File: src/rtl/rlti_pkg.sv
// Shared types and constants for the radix literal to integer converter.
// No dependencies; imported by every module of the block.
package rlti_pkg;

  // One input transfer: a character of the literal and its end mark.
  typedef struct packed {
    logic [7:0] char_code;
    logic       last_char;
  } item_t;

  typedef enum logic [1:0] {
    ST_OK        = 2'd0,
    ST_BAD_BASE  = 2'd1,
    ST_BAD_DIGIT = 2'd2,
    ST_TOO_LARGE = 2'd3
  } status_t;

  // One result transfer.
  typedef struct packed {
    logic [63:0] value;
    status_t     status;
  } result_t;

  // Classified character, front to back.
  typedef struct packed {
    logic       is_hash;
    logic       is_dec;    // 0-9
    logic       is_digit;  // 0-9, a-z, A-Z
    logic [5:0] digit;     // 0..35 when is_digit
    logic       last;
  } class_t;

  localparam logic [7:0] CHAR_HASH = 8'h23;
  localparam logic [5:0] BASE_MIN  = 6'd2;
  localparam logic [5:0] BASE_MAX  = 6'd36;
  localparam logic [1:0] QUEUE_DEPTH = 2'd2;

endpackage

File: src/rtl/rlti_front.sv
// Front end: accepts characters, classifies them, and holds them in a
// two-entry queue for the back end. Depends on rlti_pkg.
module rlti_front
  import rlti_pkg::*;
(
  input  logic   clk,
  input  logic   rst,
  input  item_t  item,
  input  logic   push,
  output logic   full,
  output class_t head,
  output logic   head_valid,
  input  logic   take
);

  localparam logic [7:0] CHAR_0  = 8'h30;
  localparam logic [7:0] CHAR_9  = 8'h39;
  localparam logic [7:0] CHAR_LA = 8'h61;
  localparam logic [7:0] CHAR_LZ = 8'h7a;
  localparam logic [7:0] CHAR_UA = 8'h41;
  localparam logic [7:0] CHAR_UZ = 8'h5a;
  localparam logic [7:0] TEN     = 8'd10;

  class_t     cls;
  class_t     q [2];
  logic       wr_ptr;
  logic       rd_ptr;
  logic [1:0] count;
  logic       wr;
  logic       rd;

  always_comb begin
    cls          = '0;
    cls.is_hash  = (item.char_code == CHAR_HASH);
    cls.last     = item.last_char;
    if (item.char_code >= CHAR_0 && item.char_code <= CHAR_9) begin
      cls.is_dec   = 1'b1;
      cls.is_digit = 1'b1;
      cls.digit    = 6'(item.char_code - CHAR_0);
    end else if (item.char_code >= CHAR_LA && item.char_code <= CHAR_LZ) begin
      cls.is_digit = 1'b1;
      cls.digit    = 6'(item.char_code - CHAR_LA + TEN);
    end else if (item.char_code >= CHAR_UA && item.char_code <= CHAR_UZ) begin
      cls.is_digit = 1'b1;
      cls.digit    = 6'(item.char_code - CHAR_UA + TEN);
    end
  end

  assign full       = (count == QUEUE_DEPTH);
  assign head_valid = (count != 2'd0);
  assign head       = q[rd_ptr];
  assign wr         = push && !full;
  assign rd         = take && head_valid;

  always_ff @(posedge clk) begin
    if (rst) begin
      wr_ptr <= 1'b0;
      rd_ptr <= 1'b0;
      count  <= 2'd0;
    end else begin
      if (wr) begin
        wr_ptr <= ~wr_ptr;
      end
      if (rd) begin
        rd_ptr <= ~rd_ptr;
      end
      count <= count + {1'b0, wr} - {1'b0, rd};
    end
  end

  always_ff @(posedge clk) begin
    if (wr) begin
      q[wr_ptr] <= cls;
    end
  end

endmodule

File: src/rtl/rlti_back.sv
// Back end: base and digit accumulation, error tracking, and a two-entry
// result queue. Depends on rlti_pkg.
module rlti_back
  import rlti_pkg::*;
(
  input  logic        clk,
  input  logic        rst,
  input  class_t      head,
  input  logic        head_valid,
  output logic        take,
  input  logic [63:0] max_value,
  output result_t     result,
  output logic        empty,
  input  logic        pop
);

  localparam logic [8:0] DEC_RADIX = 9'd10;

  logic        in_digit, in_digit_next;
  logic [5:0]  base, base_next;
  logic [63:0] acc, acc_next;
  status_t     err, err_next;

  logic [8:0]  dec_acc;
  logic [69:0] mac;
  logic        base_good;
  status_t     st;
  result_t     res;
  logic        res_push;

  result_t     oq [2];
  logic        owr_ptr;
  logic        ord_ptr;
  logic [1:0]  ocount;
  logic        ofull;
  logic        ord;

  assign ofull = (ocount == QUEUE_DEPTH);
  assign empty = (ocount == 2'd0);
  assign take  = head_valid && (!head.last || !ofull);
  assign ord   = pop && !empty;

  assign dec_acc = {3'd0, base} * DEC_RADIX + {3'd0, head.digit};
  // Exact next running value; compared against the limit before committing
  assign mac = {6'd0, acc} * {64'd0, base} + {64'd0, head.digit};

  always_comb begin
    in_digit_next = in_digit;
    base_next     = base;
    acc_next      = acc;
    err_next      = err;
    st            = ST_OK;
    res           = '0;
    res_push      = 1'b0;
    base_good     = 1'b0;
    if (take) begin
      if (!in_digit) begin
        if (head.is_hash) begin
          in_digit_next = 1'b1;
          if (base < BASE_MIN || base > BASE_MAX) begin
            err_next = ST_BAD_BASE;
          end
        end else if (err != ST_BAD_BASE) begin
          if (!head.is_dec || dec_acc > {3'd0, BASE_MAX}) begin
            err_next = ST_BAD_BASE;
          end else begin
            base_next = dec_acc[5:0];
          end
        end
      end else if (err != ST_BAD_BASE) begin
        if (!head.is_digit || head.digit >= base) begin
          err_next = ST_BAD_DIGIT;
        end else if (err == ST_OK) begin
          if (mac > {6'd0, max_value}) begin
            err_next = ST_TOO_LARGE;
          end else begin
            acc_next = mac[63:0];
          end
        end
      end

      if (head.last) begin
        base_good = (base_next >= BASE_MIN) && (base_next <= BASE_MAX);
        st = err_next;
        if (!in_digit_next && st == ST_OK && !base_good) begin
          st = ST_BAD_BASE;
        end
        res.status    = st;
        res.value     = (st == ST_OK) ? acc_next : 64'd0;
        res_push      = 1'b1;
        in_digit_next = 1'b0;
        base_next     = 6'd0;
        acc_next      = 64'd0;
        err_next      = ST_OK;
      end
    end
  end

  always_ff @(posedge clk) begin
    if (rst) begin
      in_digit <= 1'b0;
      base     <= 6'd0;
      acc      <= 64'd0;
      err      <= ST_OK;
    end else begin
      in_digit <= in_digit_next;
      base     <= base_next;
      acc      <= acc_next;
      err      <= err_next;
    end
  end

  // result queue
  assign result = oq[ord_ptr];

  always_ff @(posedge clk) begin
    if (rst) begin
      owr_ptr <= 1'b0;
      ord_ptr <= 1'b0;
      ocount  <= 2'd0;
    end else begin
      if (res_push) begin
        owr_ptr <= ~owr_ptr;
      end
      if (ord) begin
        ord_ptr <= ~ord_ptr;
      end
      ocount <= ocount + {1'b0, res_push} - {1'b0, ord};
    end
  end

  always_ff @(posedge clk) begin
    if (res_push) begin
      oq[owr_ptr] <= res;
    end
  end

endmodule

File: src/rtl/radix_literal_to_integer.sv
// Top level of the radix literal to integer converter.
// Depends on rlti_pkg, rlti_front and rlti_back.
//
// Usage:
//  - Input channel (push/full): one character of a literal "base#digits" per
//    transfer, with last_char set on the final character. A transfer happens
//    when push is high and full is low.
//  - Result channel (empty/pop): one result per literal, produced by its last
//    character. The oldest result sits on 'result' while empty is low; it is
//    taken when pop is high and empty is low.
//  - Config channel (cfg_valid/cfg_ready): writes max_value; cfg_ready is
//    always high. Write only while no literal is in flight.
//  - Throughput: one character per cycle, sustained while the result queue
//    has room; a last character is held while it is full. The back end does
//    one multiply-accumulate by the base (up to 36) and one 70-bit compare
//    per character, which sets the cycle time.
//  - Path: front queue, then the back end writes the result queue.
//  - Stall: if the receiver stops popping, the two-entry result queue fills,
//    the back end holds the next last character, the front queue fills and
//    full rises. Nothing is dropped.
//  - Reset: both queues empty, parser returns to reading the base, and
//    max_value is set to all ones.
module radix_literal_to_integer
  import rlti_pkg::*;
(
  input  logic        clk,
  input  logic        rst,
  input  item_t       item,
  input  logic        push,
  output logic        full,
  output result_t     result,
  output logic        empty,
  input  logic        pop,
  input  logic        cfg_valid,
  output logic        cfg_ready,
  input  logic [63:0] cfg_data
);

  logic [63:0] max_value;
  class_t      head;
  logic        head_valid;
  logic        take;

  // configuration register, writable at any cycle
  assign cfg_ready = 1'b1;

  always_ff @(posedge clk) begin
    if (rst) begin
      max_value <= '1;
    end else if (cfg_valid && cfg_ready) begin
      max_value <= cfg_data;
    end
  end

  // front end: classify and queue characters
  rlti_front u_front (
    .clk        (clk),
    .rst        (rst),
    .item       (item),
    .push       (push),
    .full       (full),
    .head       (head),
    .head_valid (head_valid),
    .take       (take)
  );

  // back end: accumulate, check, queue results
  rlti_back u_back (
    .clk        (clk),
    .rst        (rst),
    .head       (head),
    .head_valid (head_valid),
    .take       (take),
    .max_value  (max_value),
    .result     (result),
    .empty      (empty),
    .pop        (pop)
  );

  // queues come out of reset empty
  assert property (@(posedge clk) $fell(rst) |-> (empty && !full))
    else $error("queues not empty after reset");

  // back end only takes a transfer that is present
  assert property (@(posedge clk) disable iff (rst) take |-> head_valid)
    else $error("back end took from an empty front queue");

  // an error result always carries a zero value
  assert property (@(posedge clk) disable iff (rst)
    !empty |-> (result.status == ST_OK || result.value == 64'd0))
    else $error("error result with non-zero value");

  // config writes keep max_value as written
  assert property (@(posedge clk) disable iff (rst)
    (cfg_valid && cfg_ready) |=> (max_value == $past(cfg_data)))
    else $error("max_value not updated by config write");

endmodule
File: config.mk
export PLATFORM = sky130hd
export DESIGN_NAME = radix_literal_to_integer
export DESIGN_NICKNAME = d
export VERILOG_FILES = /design/src/rtl/rlti_pkg.sv /design/src/rtl/rlti_front.sv /design/src/rtl/rlti_back.sv /design/src/rtl/radix_literal_to_integer.sv
export SDC_FILE = /design/constraint.sdc
export NUM_CORES = 2
export LEC_CHECK = 0
export BUFFER_PORTS_ARGS = -buffer_cell sky130_fd_sc_hd__buf_4
export CORE_MARGIN = 2
export CORE_UTILIZATION = 35
export CTS_CLUSTER_SIZE = 40
export DETAILED_ROUTE_END_ITERATION = 16
export GPL_ROUTABILITY_DRIVEN = 0
export GPL_TIMING_DRIVEN = 0
export PLACE_DENSITY = 0.47
export RECOVER_POWER = 100
export SYNTH_ARGS = -nofsm -noshare
export SYNTH_HDL_FRONTEND = slang
export SYNTH_SLANG_ARGS = --single-unit
File: constraint.sdc
create_clock -name clk -period 11.98 [get_ports clk]
set_input_delay 1.797 -clock clk [delete_from_list [all_inputs] [get_ports clk]]
set_output_delay 1.797 -clock clk [all_outputs]
set_load 0.005 [all_outputs]
* Word-level counts from Yosys, hierarchy flattened
Memories as Yosys holds them, arrays and structs flattened. A register that Yosys moved wholly into a read port is not among the register bits.
Index checks and enable logic that the tools add are counted.
** Word-level totals
- Flip-flop bits (word level) :: 145
- Input port bits :: 78
- Bits in writable memories :: 152
- Memories kept :: 2
- Output and inout port bits :: 69
** Operators by class
- Equal/unequal tests :: 4
- Bitwise operators :: 4
- $lt $le $gt $ge :: 13
- Reduce and logical (&&, ||, !) cells :: 27
- $mul :: 2
- Add/subtract/negate cells :: 11
- Muxes and demuxes :: 47
** Memories
- u_back.oq :: words 2, bits a word 66, rd ports 1, clocked after Yosys merged registers in 1, wr ports 1, RTL line rlti_back.sv:31 : result_t oq [2];
- u_front.q :: words 2, bits a word 10, rd ports 1, clocked after Yosys merged registers in 1, wr ports 1, RTL line rlti_front.sv:25 : class_t q [2];
** Operator list (number)
- 2-to-1 mux 64 bit :: 7
- 2-to-1 mux 66 bit :: 2
- adder 70 x 6 -> 70 bit :: 1
- > comparator 70 x 64 -> 1 bit :: 1
- multiplier 64 x 6 -> 70 bit :: 1
- 2-to-1 mux 6 bit :: 6
- 2-to-1 mux 2 bit :: 14
- 2-to-1 mux 7 bit :: 3
- greater-or-equal comparator 8 x 7 -> 1 bit (second input constant) :: 2
- less-or-equal comparator 8 x 7 -> 1 bit (second input constant) :: 2
- 2-to-1 mux 1 bit :: 15
- adder 6 x 4 -> 6 bit (second input constant) :: 2
- subtractor 6 bit (second input constant) :: 2
- logical AND 1 bit :: 10
- adder 9 x 6 -> 9 bit :: 1
- > comparator 9 x 6 -> 1 bit (second input constant) :: 1
- == test 8 x 6 -> 1 bit (second input constant) :: 1
- greater-or-equal comparator 8 x 6 -> 1 bit (second input constant) :: 1
- less-or-equal comparator 8 x 6 -> 1 bit (second input constant) :: 1
- logical NOT 1 bit :: 8
- logical NOT 2 bit :: 4
- multiplier 6 x 3 -> 8 bit (second input constant) :: 1
- greater-or-equal comparator 6 x 2 -> 1 bit (second input constant) :: 1
- greater-or-equal comparator 6 bit :: 1
- 11 further kinds :: 20

* Logic depth before layout (Yosys ltp)
- Word-level depth :: 20
- Mapped depth :: 35
- Gate-level depth less buffers :: 31

* Modules after synthesis
Synthesis repeated with hierarchy kept, for this count alone.
** Unflattened totals
- Cell total of the unflattened synthesis :: 2823
- Area, all modules :: 27655.3 um^2
** Modules (own cells, without submodules)
- rlti_back :: instances 1, cells each 2499, area an instance 23922.9 um^2, sequential area each 5525.3 um^2
- radix_literal_to_integer :: instances 1, cells each 215, area an instance 2399.8 um^2, sequential area each 1281.2 um^2
- rlti_front :: instances 1, cells each 109, area an instance 1332.5 um^2, sequential area each 700.7 um^2

* Worst setup path after synthesis
OpenSTA, ideal clock, no wires.
- Path type :: reg-to-reg
- Start :: register u_back.base[5]
- End :: memory u_back.oq[0][15] (netlist name), data pin
- Stages on the path, launching flop included :: 35
- Slack :: 4.219 ns
- Arrival time :: 7.504 ns
- Required time :: 11.723 ns
- Buffers on the path :: 4
- Period minus slack after synthesis :: 7.761 ns
- Cell sequence :: dfxtp_1 > clkbuf_1 > clkbuf_1 > nand2_1 > fa_1 > fa_1 > inv_1 > fa_1 > inv_1 > fa_1 > inv_1 > ha_1 > o21a_1 > o31a_1 > a22oi_1 > nand3_1 > a21o_1 > nor2_1 > o31ai_1 > a21oi_1 > xnor2_1 > ha_1 > a21o_1 > a21o_1 > a21o_1 > a2111oi_0 > o211ai_1 > o21ai_0 > nand3_1 > nor4_4 > nand3_2 > buf_4 > buf_2 > mux2i_1 > nor2_2
** RTL lines
- start, declared :: RTL line rlti_back.sv:20 : logic [5:0] base, base_next;
- start signal, assigned :: RTL line rlti_back.sv:107 : base <= base_next;
- end, declared :: RTL line rlti_back.sv:31

* Final worst setup path
- Start :: register u_back.base[1]
- End :: register u_back.acc[9]
** On the way
- Word-level cells in the longest chain between the ends :: 9
** Ends and longest elaborated chain
- multiplier 64 x 6 -> 70 bit :: RTL line rlti_back.sv:45 : assign mac = {6'd0, acc} * {64'd0, base} + {64'd0, head.digit};
- adder 70 x 6 -> 70 bit :: RTL line rlti_back.sv:45
- > comparator 70 x 64 -> 1 bit :: RTL line rlti_back.sv:74 : if (mac > {6'd0, max_value}) begin
- 2-to-1 mux 64 bit :: RTL line rlti_back.sv:74
- 2-to-1 mux 64 bit :: RTL line rlti_back.sv:73 : end else if (err == ST_OK) begin
- 2-to-1 mux 64 bit (*) :: RTL line rlti_back.sv:71 : if (!head.is_digit || head.digit >= base) begin
- 2-to-1 mux 64 bit (*) :: RTL line rlti_back.sv:70 : end else if (err != ST_BAD_BASE) begin
- 2-to-1 mux 64 bit (*) :: RTL line rlti_back.sv:57 : if (!in_digit) begin
- 2-to-1 mux 64 bit (*) :: RTL line rlti_back.sv:82 : if (head.last) begin
- end signal, assigned :: RTL line rlti_back.sv:108 : acc <= acc_next;
- end, declared :: RTL line rlti_back.sv:21 : logic [63:0] acc, acc_next;
Mark *: on every way between the ends. The rest lies on a longest branch, timed or not.
A chain may end at the register's enable or synchronous reset.

==> run_results.csv <==
group,metric,value,unit
pwr,p_per_area,106,nW/um^2
clocking,hold_buffers,0,
layout,multi_input_area,18100,sq um
logic_synthesis,synth_top_area_share,18.6,%
min_path,hold_class,"flop to flop",
route,drt_pre_antenna_iters,6,
logic_synthesis,synth_seq_cells,299,
logic_synthesis,synth_area_per_cell,9.63,sq um
die,ios,147,
worst_setup_path,critPathArrivalTime,11.96,ns
clocking,clk_pin_slew,0.06,ns
timing,post-route-period-util,96.1,%
route,drc_errors,0,
logic_synthesis,netlist_instances,2843,
logic_synthesis,synth.area.top_cells,"fa_1, edfxtp_1, ha_1",
worst_setup_path,critPathSlowestCell,"clkbuf_1",
pwr,swShare,30.8,%
clocking,ctsLongestPathBuffers,3,
logic_synthesis,synth_area_leader_cell,"fa_1",
layout,drive_gt1_share,10.6,%
clocking,htreeDepth,2,
worst_setup_path,end_kind,"flop",
run,drv_cap,6,
clocking,cts_buffers,38,
timing,setup_viol,0,
outcome,status,"complete, but fails checks",
worst_setup_path,critPathKind,"flop to flop",
logic_synthesis,syn_area,27400,sq um
route,drt-initial-drc-count,1029,
worst_setup_path,cp.required,12.43,ns
pwr,p_seq_share,38.9,%
pwr,p_leak,14.5,nW
timing,fin_skew,0.0210,ns
pwr,combPwrFrac,26.5,%
route,ant_nets,0,
timing,rsz0062_at_grt,"false",
clocking,clock_sinks,299,
worst_setup_path,max_stage_delay,0.81,ns
worst_setup_path,path_common_cell,"o21ai_0",
logic_synthesis,synthArstFlopShare,0,%
layout,stdcell_area,31000,sq um
pwr,cell_internal_pwr,0.00227,W
clocking,clkLatencyLatePin,0.57,ns
die,start_util,35.3,%
placed_design,port_buffers,143,
logic_synthesis,synth-edff-count,152,
logic_synthesis,synth_cell_types,79,
outcome,violations,"capacitance limit, slew limit",
timing,slew_headroom,-55.8,%
timing,worst_pin_slew,2.34,ns
die,die_area,80500,sq um
layout,n_antenna_cell,0,
grt,grt_antenna_before_repair,7,
layout,finalNetCount,3605,
pwr,total_power,0.00329,W
placed_design,place_area,29800,sq um
timing,holdWs,0.483,ns
clocking,cts_tree,"done",
timing,fmax,0.0869,GHz
layout,fillers,7818,
grt,grt_pass1_wl,128000,microns
layout,syn2layout_area_growth,13.3,%
logic_synthesis,yosys_warnings,0,
logic_synthesis,netlist_top_cells_count,"nand2_1, inv_1, fa_1",
logic_synthesis,synth_seq_area_share,27.4,%
timing,period_minus_slack,11.51,ns
timing,slew_violations,135,
logic_synthesis,yosysMostFrequentCell,"nand2_1",
timing,hold_violations,0,
die,fp.coreArea,77500,sq um
worst_setup_path,critPathMaxFanout,10,
worst_setup_path,crit_path_start_kind,"flop",
pwr,clkPwrFrac,34.5,%
die,die_w,284,microns
route,viasPerCell,5.13,
placed_design,dpl.hpwl,66100,microns
clocking,cts_root_buf,"clkbuf_16",
logic_synthesis,synth_ff_type,"edfxtp_1",
route,wl,82100,microns
logic_synthesis,synth_nets,3417,
die,rows,102,
grt,track_usage,20.4,%
grt,grt_pass1_vias,21824,
pwr,irDropWorstVdd,121,uV
grt,grt-ovfl-total,0,
die,chipHeight,284,microns
layout,regArea,7510,sq um
grt,grt_start_max_net_pins,35,
route,vias,21045,
route,wl_per_cell,20.0,microns
pwr,p_switching,0.00101,W
[flip-flops by register name, indices dropped and copies added, names as in the netlist, 2 cells and up, named ones only]
name,flops
u_front.q,20
u_back.base,6
u_back.ocount,2
u_back.err,2
max_value,64
u_back.acc,64
u_front.count,2
u_back.oq,132
[routing by layer]
metal	routed length, microns	up-vias	GRT usage (%)
met2	38600	480	34.2
met4	1720	0	4.46
met1	37900	10434	27.8
li1	-	10056	-
met3	3930	75	3.18
met5	0	-	0
[power by group through the flow]
stage / clock (W) / sequential (W) / combinational (W)
after global routing: 0.00121 / 0.00130 / 0.000970
final: 0.00114 / 0.00128 / 0.000872
after detailed placement: 0 / 0.00130 / 0.000925
after global placement: 0 / 0.00131 / 0.000898
after CTS: 0.00118 / 0.00128 / 0.000931
after floorplan: 0 / 0.00129 / 0.000520
[logic make-up after synthesis]
| family | synth area share (%) |
|---|---|
| buf+inv | 6.46 |
| other cells | 0.0137 |
| mux | 5.66 |
| flops | 27.4 |
| xor+xnor | 2.50 |
| compound gates | 12.5 |
| fa+ha+maj | 29.6 |
| simple gates | 15.8 |
[repair_timing]
| item | CTS | global route |
|---|---|---|
| setup endpoints to repair | 64 | 60 |
| setup buffers | 1 | 0 |
| pin swaps | 1 | 0 |
| gates resized for setup | 1 | 7 |
| endpoints found under the hold margin | 0 | 0 |
[cell type report]
cell class / count / area share (%)
plain buffers: 162 / 2.37
clock buffers: 43 / 3.23
clock inverters: 27 / 0.787
inverters: 273 / 3.30
multi-input cells: 2109 / 58.4
flip-flops and latches: 299 / 24.2
well taps: 1040 / 4.19
repair buffers: 148 / 3.52
[worst max-delay path: cells and delay by family (launching register included)]
family                   cells  cell delay, ns
AND/OR/NAND/NOR              8            2.27
buffers and inverters        6            2.57
AO/OA/AOI/OAI               12            3.19
adder cells (fa/ha/maj)      6            2.29
XOR/XNOR                     1            0.50
flip-flops                   1            0.52
[per-stage QoR]
step,TNS [ns],worst slack [ns],instances,util (%)
after floorplan,0,4.22,2843,-
after global placement,-22.67,-0.365,4026,38.4
after detailed placement,-16.39,-0.278,4030,38.5
after CTS,0,0.178,4101,40.2
after global routing,0,0.0281,4101,40.0
final,0,0.467,4101,40.0
[path summary, 6_finish.rpt]
| check | from | to | slack, ns | depth (start not counted) |
|---|---|---|---|---|
| setup / recovery | u_back.base[1] | u_back.acc[9] | 0.47 | 33 |
| hold / removal | max_value[54] | max_value[54] | 0.48 | 2 |
| setup reg to reg | u_back.base[1] | u_back.acc[9] | 0.47 | 33 |
| hold reg to reg | max_value[54] | max_value[54] | 0.48 | 2 |
[cells in the final DEF, fill, tap and decap left out, types with 75 or more instances in the layout]
cell and instances:
nand2_1 324, fa_1 254, clkbuf_1 114, nor2_1 142
a21oi_1 130, buf_4 83, mux2i_1 75, o21ai_0 76
edfxtp_1 152, dfxtp_1 147, o211ai_1 78, and2_1 243
ha_1 242, inv_1 273
No activity file was read; power rests on OpenSTA's default activity.
